[src/sv/sid_pkg.sv]
`timescale 1ns / 1ps

package sid_pkg;

  // Operand and result width of the divider.
  localparam int DATA_WIDTH = 32;

  // Width of the iteration counter: one quotient bit per step.
  localparam int CNT_W = $clog2(DATA_WIDTH);

  typedef logic [DATA_WIDTH-1:0] word_t;

  // Control from the sequencer to the iterative unit.
  typedef struct packed {
    logic load;
  } sid_iter_ctrl_t;

  // Status from the iterative unit back to the sequencer.
  typedef struct packed {
    logic active;
    logic done;
  } sid_iter_stat_t;

  // Two's complement negation, truncated to the word width.
  function automatic word_t negate(input word_t v);
    negate = ~v + word_t'(1);
  endfunction

endpackage

[src/sv/sid_iter.sv]
`timescale 1ns / 1ps

// Radix-2 restoring divider for unsigned magnitudes. A single subtractor is
// reused once per quotient bit, so a division takes DATA_WIDTH steps.
module sid_iter import sid_pkg::*; (
  input  logic           clk,
  input  logic           rst_n,
  input  sid_iter_ctrl_t ctrl,
  input  word_t          num_mag,
  input  word_t          den_mag,
  output sid_iter_stat_t stat,
  output word_t          quo_mag,
  output word_t          rem_mag
);

  logic             active_r, active_nxt;
  logic             done_r, done_nxt;
  logic [CNT_W-1:0] cnt_r, cnt_nxt;
  word_t            rem_r, rem_nxt;
  word_t            quo_r, quo_nxt;
  word_t            den_r, den_nxt;

  logic [DATA_WIDTH:0] trial;
  logic [DATA_WIDTH:0] diff;

  // Shift the next dividend bit into the partial remainder and try to subtract.
  assign trial = {rem_r, quo_r[DATA_WIDTH-1]};
  assign diff  = trial - {1'b0, den_r};

  always_comb begin
    active_nxt = active_r;
    done_nxt   = 1'b0;
    cnt_nxt    = cnt_r;
    rem_nxt    = rem_r;
    quo_nxt    = quo_r;
    den_nxt    = den_r;
    if (ctrl.load) begin
      active_nxt = 1'b1;
      cnt_nxt    = '0;
      rem_nxt    = '0;
      quo_nxt    = num_mag;
      den_nxt    = den_mag;
    end else if (active_r) begin
      // A set top bit in the difference means the subtraction borrowed.
      if (diff[DATA_WIDTH]) begin
        rem_nxt = trial[DATA_WIDTH-1:0];
        quo_nxt = {quo_r[DATA_WIDTH-2:0], 1'b0};
      end else begin
        rem_nxt = diff[DATA_WIDTH-1:0];
        quo_nxt = {quo_r[DATA_WIDTH-2:0], 1'b1};
      end
      cnt_nxt = cnt_r + CNT_W'(1);
      if (cnt_r == CNT_W'(DATA_WIDTH - 1)) begin
        active_nxt = 1'b0;
        done_nxt   = 1'b1;
      end
    end
  end

  // Control state is reset; the data registers are loaded before use.
  always_ff @(posedge clk) begin
    if (!rst_n) begin
      active_r <= 1'b0;
      done_r   <= 1'b0;
      cnt_r    <= '0;
    end else begin
      active_r <= active_nxt;
      done_r   <= done_nxt;
      cnt_r    <= cnt_nxt;
    end
    rem_r <= rem_nxt;
    quo_r <= quo_nxt;
    den_r <= den_nxt;
  end

  assign stat.active = active_r;
  assign stat.done   = done_r;
  assign quo_mag     = quo_r;
  assign rem_mag     = rem_r;

endmodule

[src/sv/signed_integer_divider.sv]
`timescale 1ns / 1ps

// Signed 32-bit divider with truncation toward zero; the remainder takes the
// sign of the dividend. A transaction is taken when start is high and busy is
// low. An ordinary division captures the operands, forms their magnitudes in
// the prepare state, runs the radix-2 subtract-and-shift unit (one quotient
// bit per step), and applies the signs when the unit signals completion. A
// zero divisor, or the most negative value divided by -1, is settled in the
// prepare state without the unit. The result is shown for exactly one cycle
// with out_valid high and must be taken then; the receiver cannot stall it.
// busy falls in that same cycle, so the next transaction can be started while
// the result is on the ports.
module signed_integer_divider import sid_pkg::*; (
  input  logic                         clk,
  input  logic                         rst_n,
  input  logic                         start,
  output logic                         busy,
  input  logic signed [DATA_WIDTH-1:0] in_dividend,
  input  logic signed [DATA_WIDTH-1:0] in_divisor,
  output logic                         out_valid,
  output logic signed [DATA_WIDTH-1:0] out_quotient,
  output logic signed [DATA_WIDTH-1:0] out_remainder,
  output logic                         out_divide_by_zero,
  output logic                         out_overflow
);

  typedef enum logic [1:0] {
    ST_IDLE,
    ST_PREP,
    ST_DIV
  } state_t;

  localparam word_t MOST_NEG = {1'b1, {(DATA_WIDTH-1){1'b0}}};
  localparam word_t MOST_POS = {1'b0, {(DATA_WIDTH-1){1'b1}}};
  localparam word_t MINUS_ONE = {DATA_WIDTH{1'b1}};

  state_t state_r, state_nxt;
  word_t  a_r, a_nxt;
  word_t  b_r, b_nxt;
  logic   valid_r, valid_nxt;
  word_t  quo_r, quo_nxt;
  word_t  rem_r, rem_nxt;
  logic   dbz_r, dbz_nxt;
  logic   ovf_r, ovf_nxt;

  sid_iter_ctrl_t iter_ctrl;
  sid_iter_stat_t iter_stat;
  word_t          a_mag;
  word_t          b_mag;
  word_t          quo_mag;
  word_t          rem_mag;
  logic           neg_a;
  logic           neg_b;

  assign neg_a = a_r[DATA_WIDTH-1];
  assign neg_b = b_r[DATA_WIDTH-1];
  assign a_mag = neg_a ? negate(a_r) : a_r;
  assign b_mag = neg_b ? negate(b_r) : b_r;

  sid_iter u_iter (
    .clk     (clk),
    .rst_n   (rst_n),
    .ctrl    (iter_ctrl),
    .num_mag (a_mag),
    .den_mag (b_mag),
    .stat    (iter_stat),
    .quo_mag (quo_mag),
    .rem_mag (rem_mag)
  );

  // Sequencer: capture operands, settle special cases, run the unit, fix signs.
  always_comb begin
    state_nxt      = state_r;
    a_nxt          = a_r;
    b_nxt          = b_r;
    valid_nxt      = 1'b0;
    quo_nxt        = quo_r;
    rem_nxt        = rem_r;
    dbz_nxt        = dbz_r;
    ovf_nxt        = ovf_r;
    iter_ctrl.load = 1'b0;
    unique case (state_r)
      ST_IDLE: begin
        if (start) begin
          a_nxt     = word_t'(in_dividend);
          b_nxt     = word_t'(in_divisor);
          state_nxt = ST_PREP;
        end
      end
      ST_PREP: begin
        if (b_r == '0) begin
          valid_nxt = 1'b1;
          quo_nxt   = '0;
          rem_nxt   = a_r;
          dbz_nxt   = 1'b1;
          ovf_nxt   = 1'b0;
          state_nxt = ST_IDLE;
        end else if (a_r == MOST_NEG && b_r == MINUS_ONE) begin
          valid_nxt = 1'b1;
          quo_nxt   = MOST_POS;
          rem_nxt   = '0;
          dbz_nxt   = 1'b0;
          ovf_nxt   = 1'b1;
          state_nxt = ST_IDLE;
        end else begin
          iter_ctrl.load = 1'b1;
          state_nxt      = ST_DIV;
        end
      end
      ST_DIV: begin
        if (iter_stat.done) begin
          valid_nxt = 1'b1;
          quo_nxt   = (neg_a != neg_b) ? negate(quo_mag) : quo_mag;
          rem_nxt   = neg_a ? negate(rem_mag) : rem_mag;
          dbz_nxt   = 1'b0;
          ovf_nxt   = 1'b0;
          state_nxt = ST_IDLE;
        end
      end
      default: state_nxt = ST_IDLE;
    endcase
  end

  // State and registered outputs.
  always_ff @(posedge clk) begin
    if (!rst_n) begin
      state_r <= ST_IDLE;
      valid_r <= 1'b0;
    end else begin
      state_r <= state_nxt;
      valid_r <= valid_nxt;
    end
    a_r   <= a_nxt;
    b_r   <= b_nxt;
    quo_r <= quo_nxt;
    rem_r <= rem_nxt;
    dbz_r <= dbz_nxt;
    ovf_r <= ovf_nxt;
  end

  assign busy               = (state_r != ST_IDLE);
  assign out_valid          = valid_r;
  assign out_quotient       = $signed(quo_r);
  assign out_remainder      = $signed(rem_r);
  assign out_divide_by_zero = dbz_r;
  assign out_overflow       = ovf_r;

`ifndef NO_ASSERTIONS
  // A result only appears once the sequencer has gone back to idle.
  a_valid_not_busy: assert property (@(posedge clk) disable iff (!rst_n)
    out_valid |-> !busy)
    else $error("result strobe while the divider is busy");

  // The two special cases exclude each other.
  a_flags_exclusive: assert property (@(posedge clk) disable iff (!rst_n)
    out_valid |-> !(out_divide_by_zero && out_overflow))
    else $error("divide-by-zero and overflow flagged together");

  // A taken transaction makes the divider busy in the next cycle.
  a_accept_busy: assert property (@(posedge clk) disable iff (!rst_n)
    (start && !busy) |=> busy)
    else $error("transaction taken but divider not busy");

  // The iterative unit only runs while the sequencer waits for it.
  a_unit_in_div: assert property (@(posedge clk) disable iff (!rst_n)
    iter_stat.active |-> (state_r == ST_DIV))
    else $error("iterative unit active outside the divide state");

  // A zero divisor always gives a zero quotient.
  a_dbz_quotient: assert property (@(posedge clk) disable iff (!rst_n)
    (out_valid && out_divide_by_zero) |-> (out_quotient == '0))
    else $error("non-zero quotient on divide-by-zero");
`endif

endmodule

[config.mk]
export PLATFORM = sky130hd
export DESIGN_NAME = signed_integer_divider
export DESIGN_NICKNAME = d
export VERILOG_FILES = /design/src/sv/sid_pkg.sv /design/src/sv/sid_iter.sv /design/src/sv/signed_integer_divider.sv
export SDC_FILE = /design/constraint.sdc
export NUM_CORES = 1
export LEC_CHECK = 0
export BUFFER_PORTS_ARGS = -buffer_cell sky130_fd_sc_hd__buf_2
export CORE_UTILIZATION = 35
export DETAILED_ROUTE_END_ITERATION = 10
export PLACE_DENSITY = 0.54
export SYNTH_ARGS = -nofsm -noshare
export SYNTH_HDL_FRONTEND = slang
export SYNTH_SLANG_ARGS = --single-unit
export TNS_END_PERCENT = 20
[constraint.sdc]
create_clock -name clk -period 15.55 [get_ports clk]
set_input_delay 3.11 -clock clk [delete_from_list [all_inputs] [get_ports clk]]
set_output_delay 3.11 -clock clk [all_outputs]
set_load 0.01 [all_outputs]
==> results.sh <==
export IMPL_diodes=0
export IMPL_fmax_mhz=218
export IMPL_synth_simple_area_share_pct=13.8
export IMPL_finalCritPeriodShare_pct=29.5
export IMPL_synth_cell_types=61
export IMPL_setup_viol=0
export IMPL_synthTopCellsByArea="edfxtp_1 (44%), xnor2_1 (6.8%), dfxtp_1 (6.3%)"
export IMPL_synth_compound_gate_area_share_pct=17.3
export IMPL_syn_inst=1317
export IMPL_final_cell_area_um2=15500
export IMPL_overflow=0
export IMPL_postRouteAntennaNets=0
export IMPL_synth_avg_cell_area_um2=10.1
export IMPL_cts_inserted_buffers=29
export IMPL_io_pin_count=135
export IMPL_period_minus_slack_ns=4.59
export IMPL_wl_um=30700
export IMPL_critical_path_arrival_ns=1.48
export IMPL_path_class="reg -> out"
export IMPL_mappedNetlistArea_um2=13300
export IMPL_ys_flop_type="edfxtp_1"
export IMPL_vias_per_cell=4.97
export IMPL_p_per_area_nw_per_um2=171
export IMPL_fillers=3697
export IMPL_grt_pass1_vias=9362
export IMPL_rows=71
export IMPL_endpoint_kind="output pin"
export IMPL_die_h_um=197
export IMPL_max_vdd_ir_drop_uv=85.9
export IMPL_hold_buffers=0
export IMPL_hold_viol=0
export IMPL_rsz0062_at_grt="false"
export IMPL_placed_cell_area_um2=14500
export IMPL_drc=0
export IMPL_setup_tns_ns=0
export IMPL_dr_total_vias=9778
export IMPL_antenna_found_initial=0
export IMPL_seqCellArea_um2=6670
export IMPL_holdWs_ns=0.480
export IMPL_cts_resized_gates=0
export IMPL_relSlewSlack_pct=22.0
export IMPL_worst_path_max_delay_cell="dfxtp_1"
export IMPL_die_width_um=197
export IMPL_core_area_um2=37600
export IMPL_dp_hpwl_um=22400
export IMPL_multi_input_area_um2=6190
export IMPL_wl_per_cell_um=15.6
export IMPL_path_clk_slew_ns=0.06
export IMPL_clock_sinks=236
export IMPL_seq_area_frac_synth_pct=50.0
export IMPL_max_stage_delay_ns=0.33
export IMPL_start_util_pct=35.5
export IMPL_netlist_area_leader_share_pct=43.7
export IMPL_skew_ns=0.0118
export IMPL_synth_edff_count=194
export IMPL_htree_levels=1
export IMPL_critPathMaxFanout=3
export IMPL_synth_adder_area_share_pct=4.09
export IMPL_cp_required_ns=12.44
export IMPL_synth_nets=1427
export IMPL_grtUsageTotal_pct=15.8
export IMPL_syn2layout_area_growth_pct=16.4
export IMPL_yosys_mux_area_fraction_pct=1.37
export IMPL_grt_max_degree=77
export IMPL_synth_top_family_by_area="compound AO/OA/AOI/OAI gates"
export IMPL_synth_top_area_cell="edfxtp_1"
export IMPL_hold_path_class="reg -> reg"
export IMPL_clock_latency_ns=0.57
export IMPL_clockBufferDepth=3
export IMPL_synth_xor_area_share_pct=9.66
export IMPL_postCtsSetupBuffers=0
export IMPL_reg2reg_slack_ns=11.19
export IMPL_crit_path_cell_trace="inv_1 > ha_1 > inv_1 > buf_2"
export IMPL_ys_ff_latch=236
export IMPL_portBuffers=134
export IMPL_cts_tree="done"
export IMPL_power_leakage_nw=5.56
export IMPL_die_area_um2=38800
export IMPL_drt_pass1_iterations=4
export IMPL_synth_warnings=0
export IMPL_drive_above_1_share_pct=17.2
export IMPL_final_util_pct=41.3
export IMPL_routabilityCongestion=0.879
export IMPL_worst_pin_slew_ns=1.16
export IMPL_status="complete, no violations"
export IMPL_nNetsFinal=1545
export IMPL_async_reset_ff_share_pct=0
export IMPL_slew_violations=0
export IMPL_start_kind="flip-flop"
export IMPL_root_buffer="clkbuf_16"
export IMPL_path_delay_family="buffers and inverters"
export IMPL_first_iter_violations=447
export IMPL_cap_violations=0
export IMPL_crit_path_frequent_cell="inv_1"
export IMPL_grt_pass1_wl_um=49300
export IMPL_cp_num_buf_inv=3
final timing paths:
path / start / end / cells after the start
setup / recovery: state_r[0]$_SDFFE_PN0P_ / busy / 4
hold / removal: u_iter.done_r$_SDFF_PP0_ / out_valid$_SDFF_PN0_ / 2
setup reg to reg: b_r[19]$_DFFE_PP_ / out_remainder[2]$_DFFE_PP_ / 9
hold reg to reg: u_iter.done_r$_SDFF_PP0_ / out_valid$_SDFF_PN0_ / 2
worst reg2reg max path, delay by kind of cell, from the launching register on:
kind                   cells  cell delay [ns]
and+or+nand+nor            7             2.49
buffers and inverters      2             0.98
DFF                        1             0.45
placed cells by master, fill, tap and decap left out, drive strengths merged, types with 43 or more instances in the layout:
master | synthesis | layout
o21ai | 82 | 82
edfxtp | 194 | 194
inv | 65 | 67
a21oi | 141 | 141
xor2 | 43 | 43
nor2 | 125 | 125
buf | 21 | 147
xnor2 | 104 | 104
nand2 | 125 | 125
Yosys cell counts (23+ instances only):
master,instances
edfxtp_1,194
a21oi_1,141
nand2_1,125
nor2_1,125
xnor2_1,104
o21ai_0,74
inv_1,65
xor2_1,43
dfxtp_1,42
ha_1,42
clkbuf_1,39
a211oi_2,28
o31ai_1,27
nor3_1,23
final cells by class:
cell class,instances,area share (%)
Clock buffer,39,5.38
Inverter,65,1.57
Sequential cell,236,43.0
Clock inverter,15,1.05
Timing Repair Buffer,147,4.95
Multi-Input combinational cell,956,39.9
Tap cell,511,4.12
kinds of logic after synthesis:
| kind of cell | after synthesis |
|---|---|
| flops | 236 |
| buf+inv | 125 |
| compound gates | 356 |
| mux | 18 |
| xor+xnor | 147 |
| fa+ha+maj | 43 |
| simple gates | 392 |
power breakdown:
part / switching (mW) / internal, mW / total (mW)
Combinational: 0.593 / 0.414 / 1.01
Clock: 0.276 / 0.413 / 0.689
Sequential: 0.140 / 0.819 / 0.959
layer usage:
layer	share of wire, %	global-route usage [%]
met1	50	22.4
met2	44	25.1
met3	4.5	2.82
met4	1.6	3.10
met5	0	0
sequential cells by signal (all words and copies together), names as in the netlist:
signal / flops
u_iter.cnt_r: 5
state_r: 2
out_divide_by_zero: 1
out_quotient: 32
u_iter.rem_mag: 32
u_iter.done_r: 1
u_iter.den_r: 32
b_r: 32
out_valid: 1
u_iter.active_r: 1
out_remainder: 32
a_r: 32
out_overflow: 1
u_iter.quo_mag: 32
through the flow:
stage | cells | setup WS, ns | power, mW
floorplan | 1317 | 9.21 | 1.72
global route | 1969 | 10.89 | 2.84
CTS | 1969 | 10.93 | 2.67
detailed placement | 1915 | 11.09 | 1.97
global placement | 1915 | 11.10 | 1.96
finish | 1969 | 10.96 | 2.65
(Power assumes the default switching activity.)
